[src/design/bbu_pkg.sv]
// Shared types, constants and the microcode program of the belief update unit.
package bbu_pkg;

  // Q1.15 one.
  localparam logic [15:0] Q_ONE = 16'h8000;
  localparam logic [15:0] BELIEF_RESET = 16'h4000;

  // Configuration register indexes.
  localparam logic [2:0] REG_LIK_VV = 3'd0;
  localparam logic [2:0] REG_LIK_IV = 3'd1;
  localparam logic [2:0] REG_LIK_VI = 3'd2;
  localparam logic [2:0] REG_LIK_II = 3'd3;
  localparam logic [2:0] REG_SOFT_MODE = 3'd4;
  localparam logic [2:0] REG_VALID_THR = 3'd5;
  localparam logic [2:0] REG_INVALID_THR = 3'd6;

  localparam logic [15:0] LIK_VV_RESET = 16'd29491;
  localparam logic [15:0] LIK_IV_RESET = 16'd3277;
  localparam logic [15:0] LIK_VI_RESET = 16'd3277;
  localparam logic [15:0] LIK_II_RESET = 16'd29491;
  localparam logic [15:0] VALID_THR_RESET = 16'd29491;
  localparam logic [15:0] INVALID_THR_RESET = 16'd3277;

  // Belief state codes on the result.
  localparam logic [1:0] STATE_VALID = 2'd0;
  localparam logic [1:0] STATE_INVALID = 2'd1;
  localparam logic [1:0] STATE_UNKNOWN = 2'd2;

  // Quotient bits produced by the restoring divider.
  localparam int DIV_STEPS = 16;
  localparam int CNT_W = $clog2(DIV_STEPS);
  localparam int PC_W = 4;

  typedef enum logic [2:0] {
    OP_NOP     = 3'd0,
    OP_MUL     = 3'd1,
    OP_DIVINIT = 3'd2,
    OP_DIVSTEP = 3'd3,
    OP_FINISH  = 3'd4
  } op_e;

  typedef enum logic [2:0] {
    X_VV = 3'd0,
    X_IV = 3'd1,
    X_VI = 3'd2,
    X_II = 3'd3,
    X_LV = 3'd4,
    X_LI = 3'd5
  } xsel_e;

  typedef enum logic [1:0] {
    Y_VC   = 2'd0,
    Y_NC   = 2'd1,
    Y_PRI  = 2'd2,
    Y_CPRI = 2'd3
  } ysel_e;

  typedef enum logic [2:0] {
    D_NONE = 3'd0,
    D_ACC  = 3'd1,
    D_LV   = 3'd2,
    D_LI   = 3'd3,
    D_DEN  = 3'd4
  } dst_e;

  typedef enum logic [1:0] {
    J_NONE      = 2'd0,
    J_DEN_ZERO  = 2'd1,
    J_DIV_AGAIN = 2'd2
  } jmp_e;

  typedef struct packed {
    op_e              op;
    xsel_e            x_sel;
    ysel_e            y_sel;
    logic             acc_add;
    dst_e             dst;
    jmp_e             jmp;
    logic [PC_W-1:0]  target;
  } ctrl_t;

  localparam logic [PC_W-1:0] PC_DIVSTEP = 4'd7;
  localparam logic [PC_W-1:0] PC_FINISH = 4'd8;

  // Microcode store. Hard mode runs the same program with the valid
  // confidence forced to one or zero, which selects a single row.
  function automatic ctrl_t ucode(input logic [PC_W-1:0] pc);
    ctrl_t c;
    c = '{op: OP_NOP, x_sel: X_VV, y_sel: Y_VC, acc_add: 1'b0, dst: D_NONE,
          jmp: J_NONE, target: '0};
    case (pc)
      4'd0: begin
        c.op = OP_MUL; c.x_sel = X_VV; c.y_sel = Y_VC; c.dst = D_ACC;
      end
      4'd1: begin
        c.op = OP_MUL; c.x_sel = X_IV; c.y_sel = Y_NC; c.acc_add = 1'b1; c.dst = D_LV;
      end
      4'd2: begin
        c.op = OP_MUL; c.x_sel = X_VI; c.y_sel = Y_VC; c.dst = D_ACC;
      end
      4'd3: begin
        c.op = OP_MUL; c.x_sel = X_II; c.y_sel = Y_NC; c.acc_add = 1'b1; c.dst = D_LI;
      end
      4'd4: begin
        c.op = OP_MUL; c.x_sel = X_LV; c.y_sel = Y_PRI; c.dst = D_ACC;
      end
      4'd5: begin
        c.op = OP_MUL; c.x_sel = X_LI; c.y_sel = Y_CPRI; c.acc_add = 1'b1; c.dst = D_DEN;
      end
      4'd6: begin
        c.op = OP_DIVINIT; c.jmp = J_DEN_ZERO; c.target = PC_FINISH;
      end
      4'd7: begin
        c.op = OP_DIVSTEP; c.jmp = J_DIV_AGAIN; c.target = PC_DIVSTEP;
      end
      4'd8: begin
        c.op = OP_FINISH;
      end
      default: begin
        c.op = OP_NOP;
      end
    endcase
    return c;
  endfunction

  // Clamp a Q1.15 probability to one.
  function automatic logic [15:0] sat_prob(input logic [15:0] v);
    return (v > Q_ONE) ? Q_ONE : v;
  endfunction

endpackage

[src/design/bayes_belief_update_unit.sv]
// Top level of the belief update unit: config registers, sequencer and datapath.
// The result beat is registered when the finish step completes; when the evidence is
// zero the divide is skipped and the program jumps straight to the finish step.
// The unit takes no new beat until the program finishes, which includes the 16 iterations
// of the one-bit-per-cycle restoring divider; a stalled result holds the final step.
// Reset idles the sequencer and output, restores register defaults, sets the belief to 1/2.
module bayes_belief_update_unit
  import bbu_pkg::*;
(
  input  logic        clk_i,
  input  logic        rst_ni,
  // Configuration write channel.
  input  logic        cfg_valid_i,
  output logic        cfg_ready_o,
  input  logic [2:0]  cfg_index_i,
  input  logic [15:0] cfg_data_i,
  // Classifier result channel.
  input  logic        in_valid_i,
  output logic        in_ready_o,
  input  logic        predicted_invalid_i,
  input  logic [15:0] confidence_i,
  // Updated belief channel.
  output logic        out_valid_o,
  input  logic        out_ready_i,
  output logic [15:0] belief_out_o,
  output logic [1:0]  belief_state_o,
  output logic        evidence_zero_o
);

  // Configuration registers. The port is always ready; the user must write them only
  // while idle; the block does not enforce this, and the datapath reads them directly.
  logic [15:0] lik_vv_q, lik_iv_q, lik_vi_q, lik_ii_q;
  logic [15:0] valid_thr_q, invalid_thr_q;
  logic        soft_mode_q;

  assign cfg_ready_o = 1'b1;

  always_ff @(posedge clk_i or negedge rst_ni) begin
    if (!rst_ni) begin
      lik_vv_q      <= LIK_VV_RESET;
      lik_iv_q      <= LIK_IV_RESET;
      lik_vi_q      <= LIK_VI_RESET;
      lik_ii_q      <= LIK_II_RESET;
      soft_mode_q   <= 1'b0;
      valid_thr_q   <= VALID_THR_RESET;
      invalid_thr_q <= INVALID_THR_RESET;
    end else if (cfg_valid_i) begin
      case (cfg_index_i)
        REG_LIK_VV:      lik_vv_q <= cfg_data_i;
        REG_LIK_IV:      lik_iv_q <= cfg_data_i;
        REG_LIK_VI:      lik_vi_q <= cfg_data_i;
        REG_LIK_II:      lik_ii_q <= cfg_data_i;
        REG_SOFT_MODE:   soft_mode_q <= cfg_data_i[0];
        REG_VALID_THR:   valid_thr_q <= cfg_data_i;
        REG_INVALID_THR: invalid_thr_q <= cfg_data_i;
        default: ;
      endcase
    end
  end

  // Likelihoods above one are saturated before use.
  logic [15:0] vv_sat, iv_sat, vi_sat, ii_sat;
  assign vv_sat = sat_prob(lik_vv_q);
  assign iv_sat = sat_prob(lik_iv_q);
  assign vi_sat = sat_prob(lik_vi_q);
  assign ii_sat = sat_prob(lik_ii_q);

  // Sequencer state. The unit takes a beat only when no program is running.
  logic            busy_q, busy_d;
  logic [PC_W-1:0] pc_q, pc_d;
  ctrl_t           ctl;
  logic            in_fire, fin_go;

  assign ctl        = ucode(pc_q);
  assign in_ready_o = !busy_q;
  assign in_fire    = in_valid_i && in_ready_o;

  // The valid confidence is captured with the beat. In hard mode it is forced
  // to one for a valid prediction and zero for an invalid one, so the soft
  // mixing program picks exactly one row of the confusion matrix.
  logic [15:0] conf_sat, vc_in, vc_q, nc;
  assign conf_sat = sat_prob(confidence_i);

  always_comb begin
    if (soft_mode_q) begin
      vc_in = predicted_invalid_i ? (Q_ONE - conf_sat) : conf_sat;
    end else begin
      vc_in = predicted_invalid_i ? 16'd0 : Q_ONE;
    end
  end

  always_ff @(posedge clk_i) begin
    if (in_fire) begin
      vc_q <= vc_in;
    end
  end

  assign nc = Q_ONE - vc_q;

  // Shared multiply-accumulate datapath: one 31x16 product per step.
  logic [15:0] belief_q, belief_d;
  logic [30:0] lv_q, li_q, x_op;
  logic [15:0] y_op;
  logic [45:0] acc_q, den_q;
  logic [46:0] prod, mac;

  always_comb begin
    case (ctl.x_sel)
      X_VV:    x_op = {15'd0, vv_sat};
      X_IV:    x_op = {15'd0, iv_sat};
      X_VI:    x_op = {15'd0, vi_sat};
      X_II:    x_op = {15'd0, ii_sat};
      X_LV:    x_op = lv_q;
      X_LI:    x_op = li_q;
      default: x_op = '0;
    endcase
  end

  always_comb begin
    case (ctl.y_sel)
      Y_VC:    y_op = vc_q;
      Y_NC:    y_op = nc;
      Y_PRI:   y_op = belief_q;
      Y_CPRI:  y_op = Q_ONE - belief_q;
      default: y_op = '0;
    endcase
  end

  assign prod = {16'd0, x_op} * {31'd0, y_op};
  assign mac  = prod + (ctl.acc_add ? {1'b0, acc_q} : 47'd0);

  always_ff @(posedge clk_i) begin
    if (busy_q && ctl.op == OP_MUL) begin
      case (ctl.dst)
        D_ACC:   acc_q <= mac[45:0];
        D_LV:    lv_q <= mac[30:0];
        D_LI:    li_q <= mac[30:0];
        D_DEN:   den_q <= mac[45:0];
        default: ;
      endcase
    end
  end

  // Restoring divider. The rounded dividend is num * 2^15 + den / 2; the
  // quotient is at most one in Q1.15, so sixteen quotient bits suffice and the
  // upper dividend bits already sit below the divisor.
  logic [60:0]      dividend;
  logic [45:0]      rem_q, rem_d;
  logic [15:0]      quo_q, quo_d;
  logic [CNT_W-1:0] cnt_q, cnt_d;
  logic [46:0]      trial, diff;
  logic             trial_ge, den_zero;

  assign den_zero = (den_q == 46'd0);
  assign dividend = {acc_q, 15'd0} + {16'd0, den_q[45:1]};
  assign trial    = {rem_q, quo_q[15]};
  assign diff     = trial - {1'b0, den_q};
  assign trial_ge = (trial >= {1'b0, den_q});

  always_comb begin
    rem_d = rem_q;
    quo_d = quo_q;
    cnt_d = cnt_q;
    if (busy_q && ctl.op == OP_DIVINIT) begin
      rem_d = {1'b0, dividend[60:16]};
      quo_d = dividend[15:0];
      cnt_d = '0;
    end else if (busy_q && ctl.op == OP_DIVSTEP) begin
      rem_d = trial_ge ? diff[45:0] : trial[45:0];
      quo_d = {quo_q[14:0], trial_ge};
      cnt_d = cnt_q + 1'b1;
    end
  end

  always_ff @(posedge clk_i) begin
    rem_q <= rem_d;
    quo_q <= quo_d;
  end

  always_ff @(posedge clk_i or negedge rst_ni) begin
    if (!rst_ni) begin
      cnt_q <= '0;
    end else begin
      cnt_q <= cnt_d;
    end
  end

  // Program counter with conditional jumps. The finish step waits until the
  // output register is free, so a stalled result never gets overwritten.
  logic jump;

  always_comb begin
    case (ctl.jmp)
      J_DEN_ZERO:  jump = den_zero;
      J_DIV_AGAIN: jump = (cnt_q != CNT_W'(DIV_STEPS - 1));
      default:     jump = 1'b0;
    endcase
  end

  assign fin_go = busy_q && (ctl.op == OP_FINISH) && (!out_valid_o || out_ready_i);

  always_comb begin
    busy_d = busy_q;
    pc_d   = pc_q;
    if (!busy_q) begin
      if (in_fire) begin
        busy_d = 1'b1;
        pc_d   = '0;
      end
    end else if (ctl.op == OP_FINISH) begin
      if (fin_go) begin
        busy_d = 1'b0;
        pc_d   = '0;
      end
    end else begin
      pc_d = jump ? ctl.target : pc_q + 1'b1;
    end
  end

  always_ff @(posedge clk_i or negedge rst_ni) begin
    if (!rst_ni) begin
      busy_q <= 1'b0;
      pc_q   <= '0;
    end else begin
      busy_q <= busy_d;
      pc_q   <= pc_d;
    end
  end

  // Posterior: clamp the rounded quotient to 1..one, or hold the belief when
  // the evidence is zero. The state is read from the belief that results.
  logic [1:0] state_d;

  always_comb begin
    if (den_zero) begin
      belief_d = belief_q;
    end else if (quo_q == 16'd0) begin
      belief_d = 16'd1;
    end else if (quo_q > Q_ONE) begin
      belief_d = Q_ONE;
    end else begin
      belief_d = quo_q;
    end
    if (belief_d >= valid_thr_q) begin
      state_d = STATE_VALID;
    end else if (belief_d <= invalid_thr_q) begin
      state_d = STATE_INVALID;
    end else begin
      state_d = STATE_UNKNOWN;
    end
  end

  always_ff @(posedge clk_i or negedge rst_ni) begin
    if (!rst_ni) begin
      belief_q <= BELIEF_RESET;
    end else if (fin_go) begin
      belief_q <= belief_d;
    end
  end

  // Output register.
  logic out_valid_q;

  always_ff @(posedge clk_i or negedge rst_ni) begin
    if (!rst_ni) begin
      out_valid_q <= 1'b0;
    end else if (fin_go) begin
      out_valid_q <= 1'b1;
    end else if (out_ready_i) begin
      out_valid_q <= 1'b0;
    end
  end

  always_ff @(posedge clk_i) begin
    if (fin_go) begin
      belief_out_o    <= belief_d;
      belief_state_o  <= state_d;
      evidence_zero_o <= den_zero;
    end
  end

  assign out_valid_o = out_valid_q;

  // The belief always stays a legal nonzero probability.
  a_belief_range: assert property (@(posedge clk_i) disable iff (!rst_ni)
    (belief_q != 16'd0) && (belief_q <= Q_ONE))
    else $error("belief left the range 1..one");

  // A divide step never runs on a zero divisor and keeps its remainder reduced.
  a_div_rem: assert property (@(posedge clk_i) disable iff (!rst_ni)
    (busy_q && ctl.op == OP_DIVSTEP) |-> (!den_zero && ({1'b0, rem_q} < {1'b0, den_q})))
    else $error("divider remainder not below divisor");

  // An accepted beat starts the program at its first step.
  a_start: assert property (@(posedge clk_i) disable iff (!rst_ni)
    in_fire |=> (busy_q && pc_q == '0))
    else $error("program did not start at step zero");

  // The finish step waits while a result is still held in the output register.
  a_finish_stall: assert property (@(posedge clk_i) disable iff (!rst_ni)
    (busy_q && ctl.op == OP_FINISH && out_valid_q && !out_ready_i) |=>
      (busy_q && $stable(belief_q)))
    else $error("result finished over a stalled beat");

endmodule
[config.mk]
export PLATFORM = sky130hd
export DESIGN_NAME = bayes_belief_update_unit
export DESIGN_NICKNAME = d
export VERILOG_FILES = /design/src/design/bbu_pkg.sv /design/src/design/bayes_belief_update_unit.sv
export SDC_FILE = /design/constraint.sdc
export NUM_CORES = 2
export LEC_CHECK = 0
export BUFFER_PORTS_ARGS = -buffer_cell sky130_fd_sc_hd__buf_2
export CAP_MARGIN = 5
export CORE_MARGIN = 1.5
export CORE_UTILIZATION = 59
export CTS_CLUSTER_SIZE = 14
export DETAILED_ROUTE_END_ITERATION = 6
export PLACE_DENSITY = 0.77
export SYNTH_ARGS = -nofsm -noshare
export SYNTH_HDL_FRONTEND = slang
export SYNTH_SLANG_ARGS = --single-unit
export TNS_END_PERCENT = 100
[constraint.sdc]
create_clock -name clk_i -period 8.1 [get_ports clk_i]
set_input_delay 0.405 -clock clk_i [delete_from_list [all_inputs] [get_ports clk_i]]
set_output_delay 0.405 -clock clk_i [all_outputs]
set_load 0.005 [all_outputs]
==> reports/summary.txt <==
Antenna viol nets, final = 0
Fmax = 0.120 GHz
CP top delay family = adder cells
I/O Buffers = 61
Worst Path Arrival = 8.62 ns
Worst Max-Slew Pin Slew = 1.14 ns
Largest net degree at the start of global routing = 84
Starting DRT DRC Count = 3569
Async SR Flop Fraction = 32.9%
Sequential share of the synthesized area = 27.6%
Max cap viols = 0
Synth Area in Simple Gates = 14.0%
Die span in y = 259 um
Syn nets = 4813
CP endpoint kind = flop
Overflow after GRT = 0
Initial Util = 59.9%
Fin. Hold Viols = 0
Avg WL per Cell = 23.0 um
Worst Hold Class = in2reg
Adder and majority gate portion of the synthesized area = 30.7%
# DRC = 1
Layout cells sized above 1 = 21.5%
CTS HTree Levels = 2
Clk_lat worst skew = 0.58 ns
Die area = 0.0671 sq mm
I/O pin count = 63
Vias per cell = 6.13
Die extent in x = 259 um
First-pass GRT wire length = 190 mm
Crit path max fanout = 3
Compound-cell area share of the yosys netlist = 12.2%
Fin crit share = 103%
Failing checks = design-rule violations, negative setup slack
Global placer's final weighted congestion = 0.995
Final worst slack = -0.223 ns
Fillers = 4545
FP Rows = 93
DR pass1 iterations = 7
TritonCTS clock tree = built
Crit path buffers/inverters = 7
Unrepaired setup endpoints after global routing = true
Final TNS setup = -3.35 ns
CP Launch Type = flop
Register Area = 0.0107 sq mm
Post-detail-place hpwl = 96.1 mm
CTS Buffer Depth = 3
Initial antenna violation count = 3
Synth Flop Type = edfxtp_1
Met2 wire len = 58.3 mm
Clk sinks = 374
DR vias = 33200
Ant diodes = 0
Crit path largest cell delay = 0.54 ns
Worst path slowest cell = fa_1
Most frequent CP cell = fa_1
Highest Signal Layer = met5
Worst Skew = 0.0183 ns
Syn Std Cell Area = 0.0387 sq mm
Final Max Tran Viols = 0
Post-synth EDFFs = 250
Post-synthesis xor/xnor area fraction = 2.79%
Final wirelength = 125 mm
Mux cell area share after synthesis = 3.83%
Core area = 0.0646 sq mm
Area Overhead vs Synth = 19.8%
TritonCTS Buffers = 41
Met3 WL = 12.1 mm
Synthesized flop and latch total = 374
Final Critical Period = 8.32 ns
Multi-input gate area = 0.0257 sq mm
Root buffer cell = clkbuf_16
Total track usage = 37.1%
Syn Inst Count = 4093
Outcome = finished with violations
Relative slew margins = 23.7%
Worst-path clk slew = 0.07 ns
Syn avg cell area = 9.45 sq um
Met1 Wirelength = 46.3 mm
Largest family of logic cells by synthesized area = adder cells
Distinct cells, synth = 101
WS Path Type = reg2reg
Data required, critical path = 8.39 ns
Vias in the first global route = 33600
Yosys warns = 0
Final setup violation count = 36
Layout Nets = 5248
[worst reg2reg max path, delay by kind of cell, from the launching register on]
family / cells / cell delay (ns)
AO/OA/AOI/OAI: 13 / 2.27
buffers and inverters: 7 / 0.69
adder cells (fa/ha/maj): 9 / 3.67
XOR/XNOR: 1 / 0.19
multiplexers: 1 / 0.27
AND/OR/NAND/NOR: 3 / 0.57
flip-flops: 1 / 0.39
[placed cells by master (no fill, tap or decap), types with 41 or more instances in the layout]
cell type  instances
inv_1            715
a21oi_1          149
clkbuf_16         45
nor2_1           153
buf_4            437
edfxtp_1         250
a21o_1            60
dfstp_2           49
and2_1            50
dfrtp_1           73
ha_1             208
mux2_2           100
fa_1             436
nand2_1          611
buf_2             60
nor3_1            64
nand4_1           41
xnor2_1           59
xor2_1            47
o21ai_0          107
[state kept, by name (all words and copies together), names as in the netlist, 2 cells and up]
signal / flops
acc_q: 46
den_q: 46
rem_q: 46
li_q: 31
lv_q: 31
belief_out_o: 16
belief_q: 16
invalid_thr_q: 16
lik_ii_q: 16
lik_iv_q: 16
lik_vi_q: 16
lik_vv_q: 16
quo_q: 16
valid_thr_q: 16
vc_q: 16
cnt_q: 4
pc_q: 4
belief_state_o: 2
[synthesized netlist by cell type, drive strengths merged, types with 53 or more instances]
| cell type | number | area, sq um |
|---|---|---|
| inv | 727 | 2730 |
| nand2 | 620 | 2330 |
| xor2 | 53 | 464 |
| edfxtp | 250 | 7510 |
| ha | 229 | 2870 |
| mux2 | 100 | 1130 |
| xnor2 | 70 | 613 |
| nor3 | 77 | 395 |
| a21o | 60 | 450 |
| fa | 450 | 9010 |
| nor2 | 167 | 632 |
| a21oi | 175 | 887 |
| clkbuf | 118 | 443 |
| o21ai | 138 | 694 |
| dfrtp | 74 | 1850 |
[through the flow]
step / worst slack, ns / hold slack, ns / util [%] / instance area [sq um] / std cells
finish: -0.223 / 0.0773 / 71.7 / 46300 / 5414
global route: -0.428 / 0.113 / 71.7 / 46300 / 5414
CTS: -0.184 / 0.0548 / 70.0 / 45200 / 5381
detailed placement: -0.460 / 0.410 / 66.9 / 43200 / 5287
global placement: -0.344 / 0.407 / 66.9 / 43200 / 5287
floorplan: 0.00250 / 0.109 / - / 38700 / 4093
[logic make-up (layout without fill, tap and decap cells)]
group | count (synthesis) | after routing
xor gates and xnor gates | 123 | 123
buffers and inverters | 898 | 1364
other | 1 | 1
DFF | 374 | 374
AOI/OAI and AO/OA | 696 | 696
muxes | 135 | 135
adders and majority gates | 679 | 679
and+or+nand+nor | 1187 | 1187
[repair_timing]
item                                   in CTS  in global routing
setup endpoints to repair                  78                 83
gates resized for setup                    64                164
hold buffers                                1                  0
setup buffers                              18                 39
endpoints found under the hold margin      20                  0
pin swaps                                  49                 72
cloned                                      2                  1
[routing by layer]
layer / track usage, % / vias to the layer above
li1: - / 14500
met1: 47.3 / 16300
met2: 60.9 / 1949
met3: 6.68 / 486
met4: 19.1 / 2
met5: 0 / -
[worst paths after layout]
kind,endpoint,from,depth (start not counted),slack [ns]
max in group asynchronous,pc_q[0],rst_ni,3,6.22
hold reg to reg,valid_thr_q[10],valid_thr_q[10],1,0.52
setup / recovery,acc_q[44],pc_q[1],34,-0.22
hold / removal,busy_q,in_valid_i,3,0.08
setup reg to reg,acc_q[44],pc_q[1],34,-0.22
min in group asynchronous,lik_vi_q[4],rst_ni,2,0.36
[cell type report]
class                           instances  area share (%)
Clock buffer                           54            2.53
Clock inverter                         20           0.621
Inverter                              729            5.91
Multi-Input combinational cell       2821            55.5
Sequential cell                       374            23.0
Tap cell                              855            2.31
Timing Repair Buffer                  561            10.1
Power is left out: the tool's default activity adds up to more than one toggle a clock period on the data nets, which glitch-free logic cannot reach.
